File: src/rtl/qpe_pkg.sv
// qpe_pkg: types, character constants and helpers for the quoted-printable encoder
// no dependencies
`timescale 1ns / 1ps

package qpe_pkg;

	localparam int CFG_INDEX_W = 2;

	// configuration register indexes
	localparam logic [CFG_INDEX_W-1:0] REG_LINE_LIMIT    = 2'd0;
	localparam logic [CFG_INDEX_W-1:0] REG_PREFIX_LENGTH = 2'd1;

	localparam logic [7:0] LINE_LIMIT_RESET    = 8'd76;
	localparam logic [7:0] PREFIX_LENGTH_RESET = 8'd0;

	// character codes
	localparam logic [7:0] CHAR_EQUALS   = 8'h3D;
	localparam logic [7:0] CHAR_CR       = 8'h0D;
	localparam logic [7:0] CHAR_LF       = 8'h0A;
	localparam logic [7:0] CHAR_SPACE    = 8'h20;
	localparam logic [7:0] CHAR_TAB      = 8'h09;
	localparam logic [7:0] PRINT_LOW     = 8'd33;
	localparam logic [7:0] PRINT_HIGH    = 8'd126;

	// classified unit, handed from front to back
	typedef struct packed {
		logic [7:0] data_byte;
		logic       literal;
		logic       soft_break;
	} qpe_job_t;

	// upper-case hex digit for one nibble
	function automatic logic [7:0] hex_char(input logic [3:0] nib);
		logic [7:0] c;
		if (nib < 4'd10) begin
			c = 8'h30 + {4'h0, nib};
		end else begin
			c = 8'h37 + {4'h0, nib};
		end
		return c;
	endfunction

endpackage

File: src/rtl/qpe_if.sv
// qpe_if: handshake interfaces for input bytes, output characters and config writes
// depends on qpe_pkg
`timescale 1ns / 1ps

interface qpe_item_if;
	logic       valid;
	logic       ready;
	logic [7:0] data_byte;
	logic       ascii_char;
	logic       end_of_text;
	modport source (output valid, output data_byte, output ascii_char, output end_of_text,
		input ready);
	modport sink (input valid, input data_byte, input ascii_char, input end_of_text,
		output ready);
endinterface

interface qpe_char_if;
	logic       valid;
	logic       ready;
	logic [7:0] out_char;
	logic       run_last;
	modport source (output valid, output out_char, output run_last, input ready);
	modport sink (input valid, input out_char, input run_last, output ready);
endinterface

interface qpe_cfg_if;
	import qpe_pkg::*;
	logic                   valid;
	logic                   ready;
	logic [CFG_INDEX_W-1:0] index;
	logic [7:0]             data;
	modport source (output valid, output index, output data, input ready);
	modport sink (input valid, input index, input data, output ready);
endinterface

File: src/rtl/quoted_printable_encoder.sv
// quoted_printable_encoder: top level, front classifier, unit queue and serialiser
// depends on qpe_pkg, qpe_if, qpe_front, qpe_queue, qpe_back
`timescale 1ns / 1ps

// channel | dir | payload                              | request
// item    | in  | data_byte, ascii_char, end_of_text   | one text byte
// enc     | out | out_char, run_last                   | one encoded character
// cfg     | in  | index, data                          | one register write
//
// each byte yields 1 to 6 output characters: 1 for a literal, 3 for an escape, 3 more
// with a soft break; the serialiser emits one character a cycle while enc is not stalled and sets the rate
// the front takes a byte every cycle while the unit queue has room
// arst_n clears line state, queue pointers and output valid; config returns to 76 / 0
// a stalled enc channel fills the queue and then holds item ready low

module quoted_printable_encoder import qpe_pkg::*; #(
	parameter int QUEUE_DEPTH = 4
) (
	input  logic          clk,
	input  logic          arst_n,
	qpe_item_if.sink      item,
	qpe_char_if.source    enc,
	qpe_cfg_if.sink       cfg
);

	qpe_job_t front_job;
	qpe_job_t head_job;
	logic     take;
	logic     q_full;
	logic     q_nonempty;
	logic     job_done;

	assign cfg.ready  = 1'b1;
	assign item.ready = !q_full;
	assign take       = item.valid && !q_full;

	// classification
	qpe_front u_front (
		.clk         (clk),
		.arst_n      (arst_n),
		.cfg_we      (cfg.valid),
		.cfg_index   (cfg.index),
		.cfg_data    (cfg.data),
		.take        (take),
		.data_byte   (item.data_byte),
		.ascii_char  (item.ascii_char),
		.end_of_text (item.end_of_text),
		.job         (front_job)
	);

	// decoupling queue
	qpe_queue #(.DEPTH(QUEUE_DEPTH)) u_queue (
		.clk      (clk),
		.arst_n   (arst_n),
		.push     (take),
		.push_job (front_job),
		.full     (q_full),
		.pop      (job_done),
		.nonempty (q_nonempty),
		.head     (head_job)
	);

	// serialiser
	qpe_back u_back (
		.clk       (clk),
		.arst_n    (arst_n),
		.job_valid (q_nonempty),
		.job       (head_job),
		.job_done  (job_done),
		.out_valid (enc.valid),
		.out_ready (enc.ready),
		.out_char  (enc.out_char),
		.run_last  (enc.run_last)
	);

endmodule

File: src/rtl/qpe_front.sv
// qpe_front: config registers, byte classification and line length tracking
// depends on qpe_pkg
`timescale 1ns / 1ps

module qpe_front import qpe_pkg::*; (
	input  logic                   clk,
	input  logic                   arst_n,
	input  logic                   cfg_we,
	input  logic [CFG_INDEX_W-1:0] cfg_index,
	input  logic [7:0]             cfg_data,
	input  logic                   take,
	input  logic [7:0]             data_byte,
	input  logic                   ascii_char,
	input  logic                   end_of_text,
	output qpe_job_t               job
);

	logic [7:0] line_limit_q;
	logic [7:0] prefix_length_q;
	logic [7:0] line_length_q;
	logic       first_line_q;

	logic              literal;
	logic [1:0]        unit;
	logic signed [10:0] limit;
	logic signed [10:0] length_s;
	logic              soft_break;
	logic [7:0]        base_length;

	// config registers
	always_ff @(posedge clk or negedge arst_n) begin
		if (!arst_n) begin
			line_limit_q    <= LINE_LIMIT_RESET;
			prefix_length_q <= PREFIX_LENGTH_RESET;
		end else if (cfg_we) begin
			unique case (cfg_index)
				REG_LINE_LIMIT:    line_limit_q <= cfg_data;
				REG_PREFIX_LENGTH: prefix_length_q <= cfg_data;
				default: ;
			endcase
		end
	end

	// literal or escaped
	always_comb begin
		literal = 1'b0;
		if (ascii_char) begin
			if (data_byte >= PRINT_LOW && data_byte <= PRINT_HIGH && data_byte != CHAR_EQUALS)
				literal = 1'b1;
			if (data_byte == CHAR_SPACE || data_byte == CHAR_TAB)
				literal = !end_of_text;
		end
		unit = literal ? 2'd1 : 2'd3;
	end

	// signed break test
	always_comb begin
		limit = $signed({3'b000, line_limit_q});
		if (first_line_q)
			limit = limit - $signed({3'b000, prefix_length_q});
		if (!end_of_text)
			limit = limit - 11'sd1;
		limit = limit - $signed({9'd0, unit});
		length_s = $signed({3'b000, line_length_q});
		soft_break = (line_length_q != 8'd0) && (length_s > limit);
		base_length = soft_break ? 8'd0 : line_length_q;
	end

	// line state
	always_ff @(posedge clk or negedge arst_n) begin
		if (!arst_n) begin
			line_length_q <= 8'd0;
			first_line_q  <= 1'b1;
		end else if (take) begin
			if (end_of_text) begin
				line_length_q <= 8'd0;
				first_line_q  <= 1'b1;
			end else begin
				line_length_q <= base_length + {6'd0, unit};
				if (soft_break)
					first_line_q <= 1'b0;
			end
		end
	end

	assign job.data_byte  = data_byte;
	assign job.literal    = literal;
	assign job.soft_break = soft_break;

endmodule

File: src/rtl/qpe_queue.sv
// qpe_queue: small register fifo of classified units between front and back
// depends on qpe_pkg
`timescale 1ns / 1ps

module qpe_queue import qpe_pkg::*; #(
	parameter int DEPTH = 4
) (
	input  logic     clk,
	input  logic     arst_n,
	input  logic     push,
	input  qpe_job_t push_job,
	output logic     full,
	input  logic     pop,
	output logic     nonempty,
	output qpe_job_t head
);

	localparam int PTR_W = (DEPTH > 1) ? $clog2(DEPTH) : 1;
	localparam int CNT_W = $clog2(DEPTH + 1);
	localparam logic [PTR_W-1:0] LAST_PTR = PTR_W'(DEPTH - 1);
	localparam logic [CNT_W-1:0] FULL_CNT = CNT_W'(DEPTH);

	qpe_job_t         entry_q [DEPTH];
	logic [PTR_W-1:0] wr_ptr_q;
	logic [PTR_W-1:0] rd_ptr_q;
	logic [CNT_W-1:0] count_q;

	assign full     = (count_q == FULL_CNT);
	assign nonempty = (count_q != '0);
	assign head     = entry_q[rd_ptr_q];

	// storage
	always_ff @(posedge clk) begin
		if (push)
			entry_q[wr_ptr_q] <= push_job;
	end

	// pointers and fill count
	always_ff @(posedge clk or negedge arst_n) begin
		if (!arst_n) begin
			wr_ptr_q <= '0;
			rd_ptr_q <= '0;
			count_q  <= '0;
		end else begin
			if (push)
				wr_ptr_q <= (wr_ptr_q == LAST_PTR) ? '0 : wr_ptr_q + 1'b1;
			if (pop)
				rd_ptr_q <= (rd_ptr_q == LAST_PTR) ? '0 : rd_ptr_q + 1'b1;
			if (push && !pop)
				count_q <= count_q + 1'b1;
			else if (pop && !push)
				count_q <= count_q - 1'b1;
		end
	end

endmodule

File: src/rtl/qpe_back.sv
// qpe_back: serialises one unit into characters, one a cycle while the output is not stalled, into an output register
// depends on qpe_pkg
`timescale 1ns / 1ps

module qpe_back import qpe_pkg::*; (
	input  logic     clk,
	input  logic     arst_n,
	input  logic     job_valid,
	input  qpe_job_t job,
	output logic     job_done,
	output logic     out_valid,
	input  logic     out_ready,
	output logic [7:0] out_char,
	output logic     run_last
);

	logic [2:0] step_q;
	logic       out_valid_q;
	logic [7:0] out_char_q;
	logic       run_last_q;

	logic       load;
	logic [2:0] unit_step;
	logic [2:0] final_step;
	logic [7:0] next_char;
	logic       next_last;

	assign load = job_valid && (!out_valid_q || out_ready);

	// character for the current step
	always_comb begin
		unit_step  = job.soft_break ? step_q - 3'd3 : step_q;
		final_step = (job.soft_break ? 3'd3 : 3'd0) + (job.literal ? 3'd0 : 3'd2);
		next_last  = (step_q == final_step);
		if (job.soft_break && step_q < 3'd3) begin
			case (step_q)
				3'd0:    next_char = CHAR_EQUALS;
				3'd1:    next_char = CHAR_CR;
				default: next_char = CHAR_LF;
			endcase
		end else if (job.literal) begin
			next_char = job.data_byte;
		end else begin
			case (unit_step)
				3'd0:    next_char = CHAR_EQUALS;
				3'd1:    next_char = hex_char(job.data_byte[7:4]);
				default: next_char = hex_char(job.data_byte[3:0]);
			endcase
		end
	end

	assign job_done = load && next_last;

	// step counter and output valid
	always_ff @(posedge clk or negedge arst_n) begin
		if (!arst_n) begin
			step_q      <= 3'd0;
			out_valid_q <= 1'b0;
		end else begin
			if (load)
				step_q <= next_last ? 3'd0 : step_q + 3'd1;
			if (load)
				out_valid_q <= 1'b1;
			else if (out_ready)
				out_valid_q <= 1'b0;
		end
	end

	// output payload
	always_ff @(posedge clk) begin
		if (load) begin
			out_char_q <= next_char;
			run_last_q <= next_last;
		end
	end

	assign out_valid = out_valid_q;
	assign out_char  = out_char_q;
	assign run_last  = run_last_q;

endmodule

File: src/flat_wrapper.sv
// flat-port wrapper written by rule: the top's interface ports become plain ports
module quoted_printable_encoder_flat import qpe_pkg::*;
#(
	parameter int QUEUE_DEPTH = 4
)
  (clk, arst_n, item_valid, item_data_byte, item_ascii_char, item_end_of_text, item_ready, enc_valid, enc_out_char, enc_run_last, enc_ready, cfg_valid, cfg_index, cfg_data, cfg_ready);
  qpe_item_if item_i ();
  qpe_char_if enc_i ();
  qpe_cfg_if cfg_i ();
  input  logic clk;
  input  logic arst_n;
  input wire logic [$bits(item_i.valid)-1:0] item_valid;
  input wire logic [$bits(item_i.data_byte)-1:0] item_data_byte;
  input wire logic [$bits(item_i.ascii_char)-1:0] item_ascii_char;
  input wire logic [$bits(item_i.end_of_text)-1:0] item_end_of_text;
  output wire logic [$bits(item_i.ready)-1:0] item_ready;
  output wire logic [$bits(enc_i.valid)-1:0] enc_valid;
  output wire logic [$bits(enc_i.out_char)-1:0] enc_out_char;
  output wire logic [$bits(enc_i.run_last)-1:0] enc_run_last;
  input wire logic [$bits(enc_i.ready)-1:0] enc_ready;
  input wire logic [$bits(cfg_i.valid)-1:0] cfg_valid;
  input wire logic [$bits(cfg_i.index)-1:0] cfg_index;
  input wire logic [$bits(cfg_i.data)-1:0] cfg_data;
  output wire logic [$bits(cfg_i.ready)-1:0] cfg_ready;
  assign item_i.valid = item_valid;
  assign item_i.data_byte = item_data_byte;
  assign item_i.ascii_char = item_ascii_char;
  assign item_i.end_of_text = item_end_of_text;
  assign item_ready = item_i.ready;
  assign enc_valid = enc_i.valid;
  assign enc_out_char = enc_i.out_char;
  assign enc_run_last = enc_i.run_last;
  assign enc_i.ready = enc_ready;
  assign cfg_i.valid = cfg_valid;
  assign cfg_i.index = cfg_index;
  assign cfg_i.data = cfg_data;
  assign cfg_ready = cfg_i.ready;
  quoted_printable_encoder #(.QUEUE_DEPTH(QUEUE_DEPTH)) u_core (.clk(clk), .arst_n(arst_n), .item(item_i), .enc(enc_i), .cfg(cfg_i));
endmodule
File: config.mk
export PLATFORM = sky130hd
export DESIGN_NAME = quoted_printable_encoder_flat
export DESIGN_NICKNAME = d
export VERILOG_FILES = /design/src/rtl/qpe_pkg.sv /design/src/rtl/qpe_if.sv /design/src/rtl/quoted_printable_encoder.sv /design/src/rtl/qpe_front.sv /design/src/rtl/qpe_queue.sv /design/src/rtl/qpe_back.sv /design/src/flat_wrapper.sv
export SDC_FILE = /design/constraint.sdc
export NUM_CORES = 1
export LEC_CHECK = 0
export ABC_AREA = 1
export BUFFER_PORTS_ARGS = -buffer_cell sky130_fd_sc_hd__buf_2
export CORE_MARGIN = 4
export CORE_UTILIZATION = 46
export DETAILED_ROUTE_END_ITERATION = 8
export SLEW_MARGIN = 20
export SYNTH_ARGS = -nofsm -noshare
export SYNTH_HDL_FRONTEND = slang
export SYNTH_SLANG_ARGS = --single-unit
export TNS_END_PERCENT = 30
File: constraint.sdc
create_clock -name clk -period 6.7 [get_ports clk]
set_input_delay 0.67 -clock clk [delete_from_list [all_inputs] [get_ports clk]]
set_output_delay 0.67 -clock clk [all_outputs]
set_load 0.01 [all_outputs]
* Word level (Yosys, flattened, before mapping)
Memory sizes are Yosys's and may differ from the RTL's. Index checks and enable logic that the tools add are counted. W data, S select, Z words.
Word-level totals: flip-flop bits (word level) 45, RAM bits 40, bits of input ports 25, output and inout port bits 12, logic and storage cells 98, memories kept 1
Cells by class: add/subtract/negate cells 15, magnitude comparators 6, equality and inequality tests 10, muxes and demuxes 28, reductions and logical operators 27
Memories:
- u_core.u_queue.entry_q | words 4, bits a word 10, rd ports 1, clocked after Yosys merged registers in 0, wr ports 1, RTL line qpe_queue.sv:23 | qpe_job_t entry_q [DEPTH];
Operators with widths (number):
- $mux W8 | 4
- $add A6 B4 Y7 const A | 4
- $mux W11 | 2
- $mux W7 | 2
- $pmux W7 S2 | 1
- $mux W3 | 4
- $pmux W6 S2 | 1
- $gt A9 B11 Y1 | 1
- $sub A11 B2 Y11 const B | 1
- $sub A11 B3 Y11 | 1
- $mux W2 | 5
- $logic_and A1 B1 Y1 | 9
- $mux W1 | 9
- $sub A8 B8 Y9 | 1
- $add A8 B2 Y8 | 1
- $eq A8 B4 Y1 const B | 1
- $eq A8 B6 Y1 const B | 1
- $ge A8 B6 Y1 const B | 1
- $le A8 B7 Y1 const B | 1
- $lt A4 B4 Y1 const B | 2
- $ne A8 B6 Y1 const B | 1
- $reduce_bool A8 Y1 | 1
- $add A3 B1 Y3 const B | 2
- $eq A3 B1 Y1 const B | 2
- other kinds (16) | 28

* Depth between registers and ports, before layout
Gate-level depths: netlist of the first run.
depth in word-level cells 13, mapped depth 38, gate-level depth less buffers 38

* Hierarchy
A second synthesis of the first run with hierarchy kept.
Second synthesis, totals: cells, all modules 704, area, all modules 5679.2 sq um
By module, submodules not included:
- qpe_front | instances 1, cells each 382, area an instance 2575.0 sq um, seq. area each 630.6 sq um
- qpe_queue | instances 1, cells each 169, area an instance 2044.5 sq um, seq. area each 1376.3 sq um
- qpe_back | instances 1, cells each 148, area an instance 1034.7 sq um, seq. area each 370.4 sq um
- quoted_printable_encoder | instances 1, cells each 5, area an instance 25.0 sq um, seq. area each 0.0 sq um

* Worst setup path after synthesis of the first run
Ideal clock, no wire load.
path kind reg2reg, start register u_core.u_front.line_limit_q[0], end register u_core.u_front.line_length_q[6], setup time 116 ps, data arrival time 4981 ps, data required time 6584 ps, setup slack 1602 ps, stages on the path, launching flop included 36, path buffers 0, clock period less this slack 5098 ps, cell sequence dfrtp_1 -> inv_1 -> ha_1 -> inv_1 -> fa_1 -> inv_1 -> nand2_1 -> nand2_4 -> ha_1 -> o21ai_0 -> ha_1 -> nand3_1 -> nand2_1 -> nor2_2 -> nand3_2 -> nor2_4 -> nand2_2 -> nor2_4 -> xnor2_1 -> ha_1 -> nand4_1 -> o32ai_1 -> nor2_1 -> nand2_1 -> nand3_2 -> nand2_4 -> inv_4 -> nor2_1 -> inv_1 -> fa_1 -> nor2_4 -> nand3_2 -> nand2_1 -> nand2_1 -> nand2_1 -> nand2_1
On the way: cells in the longest elaborated chain, start to end 10
Ends and longest elaborated chain:
- start, declared | RTL line qpe_front.sv:18 | logic [7:0] line_limit_q;
- start signal, assigned | RTL line qpe_front.sv:37 | REG_LINE_LIMIT: line_limit_q <= cfg_data;
- $sub A8 B8 Y9 | RTL line qpe_front.sv:60 | limit = limit - $signed({3'b000, prefix_length_q});
- $mux W11 (*) | RTL line qpe_front.sv:59 | if (first_line_q)
- $sub A11 B2 Y11 | RTL line qpe_front.sv:62 | limit = limit - 11'sd1;
- $mux W11 (*) | RTL line qpe_front.sv:61 | if (!end_of_text)
- $sub A11 B3 Y11 (*) | RTL line qpe_front.sv:63 | limit = limit - $signed({9'd0, unit});
- $gt A9 B11 Y1 (*) | RTL line qpe_front.sv:65 | soft_break = (line_length_q != 8'd0) && (length_s > limit);
- $logic_and A1 B1 Y1 (*) | RTL line qpe_front.sv:65
- via u_core.u_front.soft_break | RTL line qpe_front.sv:27 | logic soft_break;
- $mux W8 (*) | RTL line qpe_front.sv:66 | base_length = soft_break ? 8'd0 : line_length_q;
- $add A8 B2 Y8 (*) | RTL line qpe_front.sv:79 | line_length_q <= base_length + {6'd0, unit};
- $mux W8 (*) | RTL line qpe_front.sv:75 | if (end_of_text) begin
- end signal, assigned | RTL line qpe_front.sv:79
- end, declared | RTL line qpe_front.sv:20 | logic [7:0] line_length_q;
Mark *: on every way through the listed nets, which the timed path passes. The rest lies on a longest branch. A chain may end at the register's enable or synchronous reset.

* Worst setup path after layout of the first run
Ends and elaborated chain as after synthesis.

==> results.py, run 1 <==
metrics = {
    "setup_path": {
        "r2r_slack_ps": 1080,
        "r2r_end": "u_core.u_front.line_length_q[6]",
        "crit_top_cell": "nand2_1",
        "slowest_stage": "fa_1",
        "criticalPathCategory": "reg2reg",
        "critical-path-top-delay-family": "simple AND/OR/NAND/NOR gates",
        "cp_num_cells": 35,
        "critPathRequiredTime_ps": 6940,
        "r2r_start": "u_core.u_front.line_limit_q[0]",
        "cp-start-kind": "flop",
        "arrival_ps": 5850,
        "r2r_cells": 35,
        "cpPeakStageDelay_ps": 490,
        "crit_path_max_fanout": 10,
        "cp-end-kind": "flop",
        "crit_buf_inv": 5,
    },
    "timing": {
        "fmaxAchievable_mhz": 178.0,
        "slew_viol_final": 0,
        "fin_worst_skew_ps": 6.529,
        "max_slew_margin_pct": 28.23,
        "hold_viol": 0,
        "tightestPinTransition_ps": 1073,
        "setup_viol": 0,
        "timing.final.crit_share_pct": 83.83,
        "grt_setup_unrepaired": "no",
        "setup_tns_ps": 0,
        "min_period_ps": 5617,
    },
    "logic_synthesis": {
        "syn-num-nets": 703,
        "synthFlopType": "edfxtp_1",
        "synthArstFlopShare_pct": 42.35,
        "yosys_warnings": 0,
        "syn_area_per_cell_um2": 8.379,
        "syn_inst": 643,
        "synth_edf_count": 49,
        "netlist_area_um2": 5388,
        "synth_cell_types": 47,
        "ys_ff_latch": 85,
        "synth-seq-area-share_pct": 44.12,
    },
    "routing": {
        "route.detailed.drc": 0,
        "detail_route.iter0.violations": 236,
        "wirelength_mm": 11.08,
        "firstDrtPassIters": 4,
        "vias": 4197,
        "wl_per_cell_um": 13.41,
        "antenna_left": 0,
        "vias_per_cell": 5.081,
    },
    "global_route": {
        "grt_max_degree": 37,
        "grt_pass1_vias": 4178,
        "antenna_found_initial": 0,
        "grt_pass1_wl_mm": 19.04,
        "overflow": 0,
        "grt_usage_pct": 17.81,
    },
    "place": {
        "placed_area_um2": 5693,
        "portBuffers": 35,
        "dp_hpwl_mm": 8.154,
        "place.gp.congestion": 0.8476,
    },
    "clock_network": {
        "ctsHoldBuffers": 0,
        "cts_tree": "yes",
        "cts_buffers": 9,
        "clock_sinks": 85,
        "post_cts_resized": 0,
        "clk_pin_slew_ps": 60,
        "htreeDepth": 3,
        "clock_latency_ps": 340,
        "cts_buffer_depth": 2,
        "cts_root_buffer": "clkbuf_16",
        "post_cts.repair.setup_buffers": 0,
    },
    "floorplanning": {
        "start_util_pct": 47.18,
        "io_pins": 37,
        "dieWidth_um": 116.2,
        "die_h_um": 116.2,
        "core-area_um2": 11420,
        "die_area_um2": 13510,
        "rows": 39,
    },
    "min_path": {
        "hp-class": "in2async",
    },
    "cells_and_area": {
        "fin_area_um2": 5986,
        "nets": 738,
        "nFillCells": 1077,
        "diodes": 0,
        "syn2layout_area_growth_pct": 11.10,
        "drive_above_1_share_pct": 15.08,
    },
    "status": {
        "status": "finished clean",
    },
    "power": {
        "cellPowerDensity_nw_per_um2": 480.9,
        "p_leak_nw": 2.837,
        "irDropWorstVdd_mv": 0.2406,
    },
    "run": {
        "max-cap-violations": 0,
    },
}
## cell usage after synthesis, types with 6 or more instances
library cell	count	area share (%)
nand2_1	162	11
inv_1	97	6.8
edfxtp_1	49	27
nand3_1	48	4.5
o21ai_0	43	4.0
dfrtp_1	32	15
nor2_1	32	2.2
ha_1	31	7.2
a21oi_1	25	2.3
nand2_2	12	1.4
nand3_2	8	1.5
xor2_1	8	1.3
clkbuf_1	7	0.49
nor2_4	7	1.5
o22ai_1	7	0.81
a32oi_1	6	0.98
## metal layers
metal	GRT usage [%]	share of wire (%)	vias up
met4	7.270	1.4	0
met1	21.85	45	1945
met3	3.057	3.1	12
met2	31.05	50	57
li1	-	-	2183
met5	0	0	-
## worst reg2reg max path: cells and delay by family (launching register included)
family | cells | cell delay, ps
AND/OR/NAND/NOR | 21 | 2040
XOR/XNOR | 1 | 70
flip-flops | 1 | 380
buffers and inverters | 5 | 390
adder cells (fa/ha/maj) | 6 | 2030
AO/OA/AOI/OAI | 2 | 620
## cells by family (layout without fill, tap and decap cells)
kind of cell / Yosys count / count (layout) / synth area share, %
flops: 85 / 85 / 44.12
fa+ha+maj: 35 / 35 / 8.686
xor+xnor: 11 / 11 / 1.788
other cells: 1 / 1 / 0.06960
simple gates: 298 / 298 / 26.64
buf+inv: 119 / 159 / 8.709
compound gates: 94 / 94 / 9.986
## cell type report
class | count | area [um2] | share of cell area [%]
well taps | 143 | 178.9 | 2.989
inverters | 106 | 405.4 | 6.773
clock buffers | 10 | 229.0 | 3.825
clock inverters | 6 | 63.81 | 1.066
repair buffers | 37 | 190.2 | 3.177
flip-flops and latches | 85 | 2377 | 39.72
multi-input cells | 439 | 2541 | 42.45
## worst max-delay path by stage
| stage | start | end | slack [ps] |
|---|---|---|---|
| 6_report | u_core.u_front.line_limit_q[0] | u_core.u_front.line_length_q[6] | 1080 |
| 5_1_grt | u_core.u_front.line_limit_q[0] | u_core.u_front.line_length_q[6] | 660 |
| 4_1_cts | u_core.u_front.line_limit_q[0] | u_core.u_front.line_length_q[6] | 1060 |
| 3_5_place_dp | u_core.u_front.line_limit_q[0] | u_core.u_front.line_length_q[6] | 1070 |
| 3_3_place_gp | u_core.u_front.line_limit_q[0] | u_core.u_front.line_length_q[6] | 1380 |
| 2_1_floorplan | u_core.u_front.line_limit_q[0] | u_core.u_front.line_length_q[6] | 1600 |
## metrics by stage
stage | total power, mW | cells | hold WS (ps) | util, % | worst slack (ps)
final | 2.879 | 826 | 445.7 | 52.42 | 1083
after global routing | 3.180 | 826 | 513.2 | 52.42 | 663.4
after CTS | 2.905 | 826 | 475.3 | 52.42 | 1057
after detailed placement | 2.397 | 810 | 476.2 | 49.86 | 1067
after global placement | 2.354 | 810 | 469.0 | 49.86 | 1378
after floorplan | 2.042 | 643 | 374.4 | - | 1602
## flip-flops by register name, indices dropped and copies added, names as in the netlist
| register | count |
|---|---|
| u_core.u_back.out_char | 8 |
| u_core.u_queue.entry_q | 40 |
| u_core.u_back.step_q | 3 |
| u_core.u_queue.count_q | 3 |
| u_core.u_front.line_limit_q | 8 |
| u_core.u_back.out_valid | 1 |
| u_core.u_queue.rd_ptr_q | 2 |
| u_core.u_front.first_line_q | 1 |
| u_core.u_back.run_last | 1 |
| u_core.u_front.prefix_length_q | 8 |
| u_core.u_front.line_length_q | 8 |
| u_core.u_queue.wr_ptr_q | 2 |
## layout by cell type (no fill, tap or decap), drive strengths merged
| cell | n |
|---|---|
| clkinvlp | 1 |
| a32o | 2 |
| fa | 4 |
| nand3b | 3 |
| a31oi | 1 |
| or2 | 5 |
| a21oi | 25 |
| conb | 1 |
| clkbuf | 10 |
| buf | 37 |
| ha | 31 |
| o22ai | 7 |
| o221ai | 1 |
| clkinv | 6 |
| nor2 | 41 |
| xnor2 | 3 |
| nand3 | 58 |
| o32ai | 1 |
| nor4 | 3 |
| o211ai | 3 |
| dfrtp | 32 |
| nor3 | 4 |
| a32oi | 6 |
| nand4 | 5 |
| dfstp | 4 |
| a21boi | 1 |
| nand2 | 179 |
| o2111ai | 1 |
| xor2 | 8 |
| o21ai | 45 |
| o311ai | 1 |
| inv | 104 |
| bufinv | 1 |
| edfxtp | 49 |
## power by group
part           leakage, nW  internal, mW  switching [mW]
Combinational         1.79         0.539            1.02
Clock                0.140         0.288           0.205
Sequential           0.902         0.743          0.0874
Total                 2.84          1.57            1.31
No activity file was read; power rests on OpenSTA's default activity.
==> run 2, diff against run 1 <==
- ABC_AREA: 1 -> 0
- PLACE_DENSITY: unset -> 0.66
- clock period: 6.7 -> 4.65 ns (I/O delays scaled with it)
==> results.py, run 2 <==
metrics = {
    "logic_synthesis": {
        "syn-num-nets": 498,
        "synth_top_area_share_pct": 29.49,
        "synth_most_common_cell": "edfxtp_1",
        "syn_inst": 438,
        "synthFlopType": "edfxtp_1",
        "ys_ff_latch": 85,
        "yosysTopAreaCell": "edfxtp_1",
        "synthTopCellsByCount": "49 x edfxtp_1, 33 x a21oi_1, 33 x inv_1",
        "synth_cell_types": 65,
        "yosys-top-cells-area": "edfxtp_1 29%, dfrtp_1 16%, ha_1 7.8%",
        "yosys_warnings": 0,
        "synthArstFlopShare_pct": 42.35,
        "synth-seq-area-share_pct": 47.64,
        "synth_edf_count": 49,
        "syn_area_per_cell_um2": 11.39,
        "netlist_area_um2": 4990,
    },
    "status": {
        "status": "complete, but fails checks",
        "failed_checks": "setup timing",
    },
    "place": {
        "dp.cells": 631,
        "post-place-ws_ps": -499.9,
        "place.gp.congestion": 0.9038,
        "dp_hpwl_mm": 7.325,
        "portBuffers": 35,
    },
    "clock_network": {
        "clk_pin_slew_ps": 90,
        "clock_latency_ps": 370,
        "cts_buffer_depth": 2,
        "clock_sinks": 85,
        "htreeDepth": 3,
        "cts_tree": "yes",
        "cts_buffers": 9,
        "cts_root_buffer": "clkbuf_8",
    },
    "setup_path": {
        "r2r_cells": 26,
        "arrival_ps": 5450,
        "cp-start-kind": "flop",
        "r2r_slack_ps": -480,
        "critPathRequiredTime_ps": 4970,
        "crit_path_max_fanout": 4,
        "criticalPathCategory": "reg2reg",
        "cp-end-kind": "flop",
        "r2r_start": "u_core.u_front.line_limit_q[0]",
        "r2r_end": "u_core.u_front.line_length_q[5]",
        "startpoint": "u_core.u_front.line_limit_q[0]",
        "endpoint": "u_core.u_front.line_length_q[5]",
    },
    "timing": {
        "tightestPinTransition_ps": 838.9,
        "fmaxAchievable_mhz": 195.0,
        "slew_viol_final": 0,
        "timing.final.crit_share_pct": 110.3,
        "fin_worst_skew_ps": 14.57,
        "hold_viol": 0,
        "setup_viol": 7,
        "grt_setup_unrepaired": "yes",
        "fin_ws_ps": -479.0,
        "max_slew_margin_pct": 44.08,
        "min_period_ps": 5129,
    },
    "power": {
        "p_sw_mw": 1.721,
        "p_leak_nw": 2.476,
        "irDropWorstVdd_mv": 0.3039,
        "p_clk_share_pct": 12.9,
        "power_frac_comb_pct": 58.5,
        "p_int_mw": 2.507,
        "power_mw": 4.227,
        "switching_share_pct": 40.71,
        "p_seq_share_pct": 28.6,
        "cellPowerDensity_nw_per_um2": 707.0,
    },
    "routing": {
        "firstDrtPassIters": 4,
        "vias_per_cell": 5.464,
        "wirelength_mm": 9.922,
        "detail_route.iter0.violations": 141,
        "wl_per_cell_um": 15.08,
        "vias": 3595,
        "route.detailed.drc": 0,
        "antenna_left": 0,
    },
    "floorplanning": {
        "die_area_um2": 12580,
        "die_h_um": 112.2,
        "io_pins": 37,
        "rows": 37,
        "core-area_um2": 10460,
        "start_util_pct": 47.69,
        "dieWidth_um": 112.2,
    },
    "global_route": {
        "grt_pass1_vias": 3714,
        "antenna_found_initial": 0,
        "grt_pass1_wl_mm": 17.33,
        "overflow": 0,
        "grt_max_degree": 37,
        "grt_usage_pct": 16.73,
    },
    "cells_and_area": {
        "regMostFlops": "u_core.u_queue.entry_q",
        "post-route-util_pct": 57.15,
        "diodes": 0,
        "drive_above_1_share_pct": 32.38,
        "largest_reg_flops": 40,
        "syn2layout_area_growth_pct": 19.83,
        "finalNonFillerCells": 658,
        "layout_common_cells": "49 x edfxtp_1, 44 x buf_4, 35 x buf_2",
        "nets": 577,
        "seq_area_um2": 2377,
        "final_common_cell": "edfxtp_1",
        "multiInputGateArea_um2": 2585,
        "nFillCells": 881,
    },
    "min_path": {
        "hp-class": "in2async",
    },
    "run": {
        "max-cap-violations": 0,
    },
}
run 2: through the flow:
stage / instance area, um2 / TNS [ps] / hold slack (ps)
4_1_cts: 5841 / -2131 / 208.9
3_5_place_dp: 5568 / -2838 / 495.6
2_1_floorplan: 5035 / -928.7 / 169.4
3_3_place_gp: 5568 / -1586 / 471.2
6_report: 5979 / -2300 / 184.3
5_1_grt: 5979 / -4524 / 273.1
run 2: how the worst min path moves through the flow:
stage | endpoint | slack (ps) | cells past startpoint
CTS | u_core.u_back.step_q[0] | 210 | 1
global route | u_core.u_back.step_q[0] | 270 | 1
finish | u_core.u_back.step_q[0] | 180 | 1
detailed placement | u_core.u_front.prefix_length_q[5] | 500 | 1
floorplan | u_core.u_back.out_valid | 170 | 0
global placement | u_core.u_back.out_valid | 470 | 2
run 2: critical path, stage by stage, from the launching register on:
cell	delay, ps
dfrtp_1	400
inv_2	80
ha_4	120
inv_2	30
fa_1	470
or4bb_4	580
a21oi_2	140
xor3_2	280
mux2i_4	210
buf_4	150
xor2_1	170
ha_1	270
o21a_1	120
o21a_1	170
o21a_1	190
o21ai_2	120
a21oi_2	70
a21oi_2	150
buf_6	130
nand2_4	60
inv_4	70
ha_4	120
a21o_1	130
nand2_2	80
or4_4	490
a21oi_2	140
a22o_1	120
run 2: power groups by stage:
stage,combinational (mW),sequential [mW],clock [mW]
global route,2.77,1.24,0.595
finish,2.47,1.21,0.545
global placement,2.12,1.21,0
detailed placement,2.20,1.22,0
floorplan,1.65,1.21,0
CTS,2.33,1.21,0.560
run 2: logic make-up (layout without fill, tap and decap cells):
kind of cell               count (synthesis)  count (layout)  share of synthesized area [%]
adders and majority gates                 35              35                          9.378
DFF                                       85              85                          47.64
AOI/OAI and AO/OA                        106             106                          13.82
other                                      1               1                        0.07515
xor gates and xnor gates                  19              19                          3.812
buffers and inverters                     45             129                          3.836
muxes                                     32              32                          9.428
and+or+nand+nor                          115             115                          12.01
run 2: cell type report:
cell class | instances | area share [%]
Inverter | 33 | 2.113
Clock buffer | 9 | 2.072
Multi-Input combinational cell | 308 | 43.23
Clock inverter | 7 | 1.339
Sequential cell | 85 | 39.76
Timing Repair Buffer | 80 | 8.642
Tap cell | 136 | 2.846
run 2: layer usage:
metal | vias to the layer above | GRT usage (%) | share of wire, %
met4 | 0 | 7.212 | 2.0
met2 | 52 | 28.05 | 49
met5 | - | 0 | 0
li1 | 1776 | - | -
met3 | 17 | 2.264 | 3.1
met1 | 1750 | 21.79 | 46
run 2: timing repair:
| action | 4_1_cts | 5_1_grt |
|---|---|---|
| setup buffers | 6 | 5 |
| pin swaps | 14 | 25 |
| resized for setup | 7 | 21 |
| endpoints found under the setup margin | 7 | 13 |
| hold buffers | 0 | 0 |
==> run 3, diff against run 2 <==
- CELL_PAD_IN_SITES_DETAIL_PLACEMENT: unset -> 1
- CELL_PAD_IN_SITES_GLOBAL_PLACEMENT: unset -> 2
- CORE_UTILIZATION: 46 -> 37
- MAX_ROUTING_LAYER: unset -> met4
- PLACE_DENSITY: 0.66 -> 0.84
==> results.py, run 3 (same netlist as run 2, synthesis figures left out) <==
metrics = {
    "routing": {
        "route.detailed.drc": 0,
        "wirelength_mm": 12.05,
        "vias_per_cell": 5.276,
        "vias": 3730,
        "firstDrtPassIters": 4,
        "detail_route.iter0.violations": 247,
        "antenna_left": 0,
        "wl_per_cell_um": 17.04,
    },
    "clock_network": {
        "cts_root_buffer": "clkbuf_16",
        "cts_tree": "yes",
        "ctsHoldBuffers": 0,
        "htreeDepth": 3,
        "cts_buffer_depth": 2,
        "clock_sinks": 85,
        "clock_latency_ps": 340,
        "cts_buffers": 9,
        "clk_pin_slew_ps": 60,
    },
    "setup_path": {
        "crit_buf_inv": 6,
        "critPathRequiredTime_ps": 4930,
        "r2r_cells": 28,
        "r2r_end": "u_core.u_front.line_length_q[5]",
        "cp-end-kind": "flop",
        "crit_top_cell": "o21a_1",
        "critical-path-top-delay-family": "adder cells",
        "cp-start-kind": "flop",
        "arrival_ps": 5430,
        "r2r_start": "u_core.u_front.line_limit_q[0]",
        "criticalPathCategory": "reg2reg",
        "slowest_stage": "fa_1",
        "crit_path_max_fanout": 4,
        "cpPeakStageDelay_ps": 480,
        "r2r_slack_ps": -500,
    },
    "run": {
        "max-cap-violations": 0,
    },
    "power": {
        "cellPowerDensity_nw_per_um2": 749.0,
        "p_sw_mw": 1.842,
        "p_clk_share_pct": 15.6,
        "p_leak_nw": 2.580,
        "power_frac_comb_pct": 58.0,
        "switching_share_pct": 39.72,
        "power_mw": 4.636,
        "p_int_mw": 2.795,
        "irDropWorstVdd_mv": 0.2503,
        "p_seq_share_pct": 26.4,
    },
    "cells_and_area": {
        "final_common_cell": "buf_4",
        "finalNonFillerCells": 707,
        "largest_reg_flops": 40,
        "syn2layout_area_growth_pct": 24.05,
        "nFillCells": 1485,
        "drive_above_1_share_pct": 33.33,
        "layout_common_cells": "52 x buf_4, 49 x edfxtp_1, 35 x buf_2",
        "multiInputGateArea_um2": 2585,
        "diodes": 0,
        "post-route-util_pct": 46.74,
        "seq_area_um2": 2377,
        "nets": 586,
        "regMostFlops": "u_core.u_queue.entry_q",
    },
    "floorplanning": {
        "dieWidth_um": 124.1,
        "rows": 42,
        "io_pins": 37,
        "die_h_um": 124.1,
        "start_util_pct": 37.68,
        "die_area_um2": 15410,
        "core-area_um2": 13240,
    },
    "global_route": {
        "antenna_found_initial": 0,
        "grt_usage_pct": 17.43,
        "overflow": 0,
        "grt_pass1_wl_mm": 20.15,
        "grt_pass1_vias": 4017,
        "grt_max_degree": 37,
    },
    "status": {
        "status": "complete, but fails checks",
        "failed_checks": "setup timing",
    },
    "timing": {
        "setup_viol": 7,
        "slew_viol_final": 0,
        "min_period_ps": 5152,
        "timing.final.crit_share_pct": 110.8,
        "max_slew_margin_pct": 41.86,
        "fmaxAchievable_mhz": 194.1,
        "grt_setup_unrepaired": "yes",
        "hold_viol": 0,
        "fin_ws_ps": -502.0,
        "tightestPinTransition_ps": 872.1,
        "fin_worst_skew_ps": 5.171,
    },
    "place": {
        "dp.cells": 673,
        "portBuffers": 35,
        "dp_hpwl_mm": 8.585,
        "place.gp.congestion": 0.7648,
    },
    "min_path": {
        "hp-class": "in2async",
    },
}
-- run 3: changes by cell type in the layout (fill, tap and decap cells not counted), sizes merged --
cell / change
buf: +9
clkbuf: +2
inv: -2
-- run 3: how the worst max path moves through the flow --
stage	end	startpoint	cells past startpoint
after floorplan	u_core.u_front.line_length_q[4]	u_core.u_front.line_limit_q[0]	26
after global placement	u_core.u_front.line_length_q[5]	u_core.u_front.line_limit_q[0]	26
after detailed placement	u_core.u_front.line_length_q[5]	u_core.u_front.line_limit_q[0]	26
after CTS	u_core.u_front.line_length_q[5]	u_core.u_front.line_limit_q[0]	27
after global routing	u_core.u_front.line_length_q[5]	u_core.u_front.line_limit_q[0]	27
final	u_core.u_front.line_length_q[5]	u_core.u_front.line_limit_q[0]	28
-- run 3: worst register-to-register path, delay by kind of cell, from the launching register on --
family                     cells  cell delay [ps]
adders and majority gates      6             1620
DFF                            1              390
muxes                          2              390
AOI/OAI and AO/OA             10             1440
and+or+nand+nor                4              700
buffers and inverters          6              550
-- run 3: power by group through the flow --
stage	clock (mW)	combinational, mW	sequential [mW]
2_1_floorplan	0	1.65	1.21
3_3_place_gp	0	2.25	1.22
3_5_place_dp	0	2.36	1.24
4_1_cts	0.750	2.50	1.23
5_1_grt	0.788	2.99	1.25
6_report	0.723	2.69	1.23
-- run 3: timing repair --
action	4_1_cts	5_1_grt
pin swaps	13	12
endpoints found under the setup margin	7	13
setup buffers	14	4
resized for setup	9	19
-- run 3: metrics by stage --
step	hold WS (ps)	setup WS [ps]	area, um2	TNS [ps]
6_report	234.4	-502.0	6190	-2731
5_1_grt	308.3	-802.4	6190	-5405
4_1_cts	255.6	-446.3	6067	-2457
3_5_place_dp	479.6	-618.6	5633	-3516
3_3_place_gp	469.6	-388.6	5633	-2016
2_1_floorplan	169.4	-222.5	5035	-928.7
-- run 3: layer usage --
| layer | up-vias | track usage (%) | share of wire [%] |
|---|---|---|---|
| met5 | - | - | 0 |
| met3 | 10 | 3.860 | 3.5 |
| met1 | 1871 | 20.55 | 42 |
| li1 | 1791 | - | - |
| met4 | 0 | 5.476 | 0.91 |
| met2 | 58 | 29.80 | 54 |
-- run 3: cell type report --
class	instances	area share [%]
multi-input combinational	308	41.76
tap	176	3.558
clock buffer	11	3.760
timing repair buffer	89	9.501
inverter	33	2.042
sequential	85	38.41
clock inverter	5	0.9703
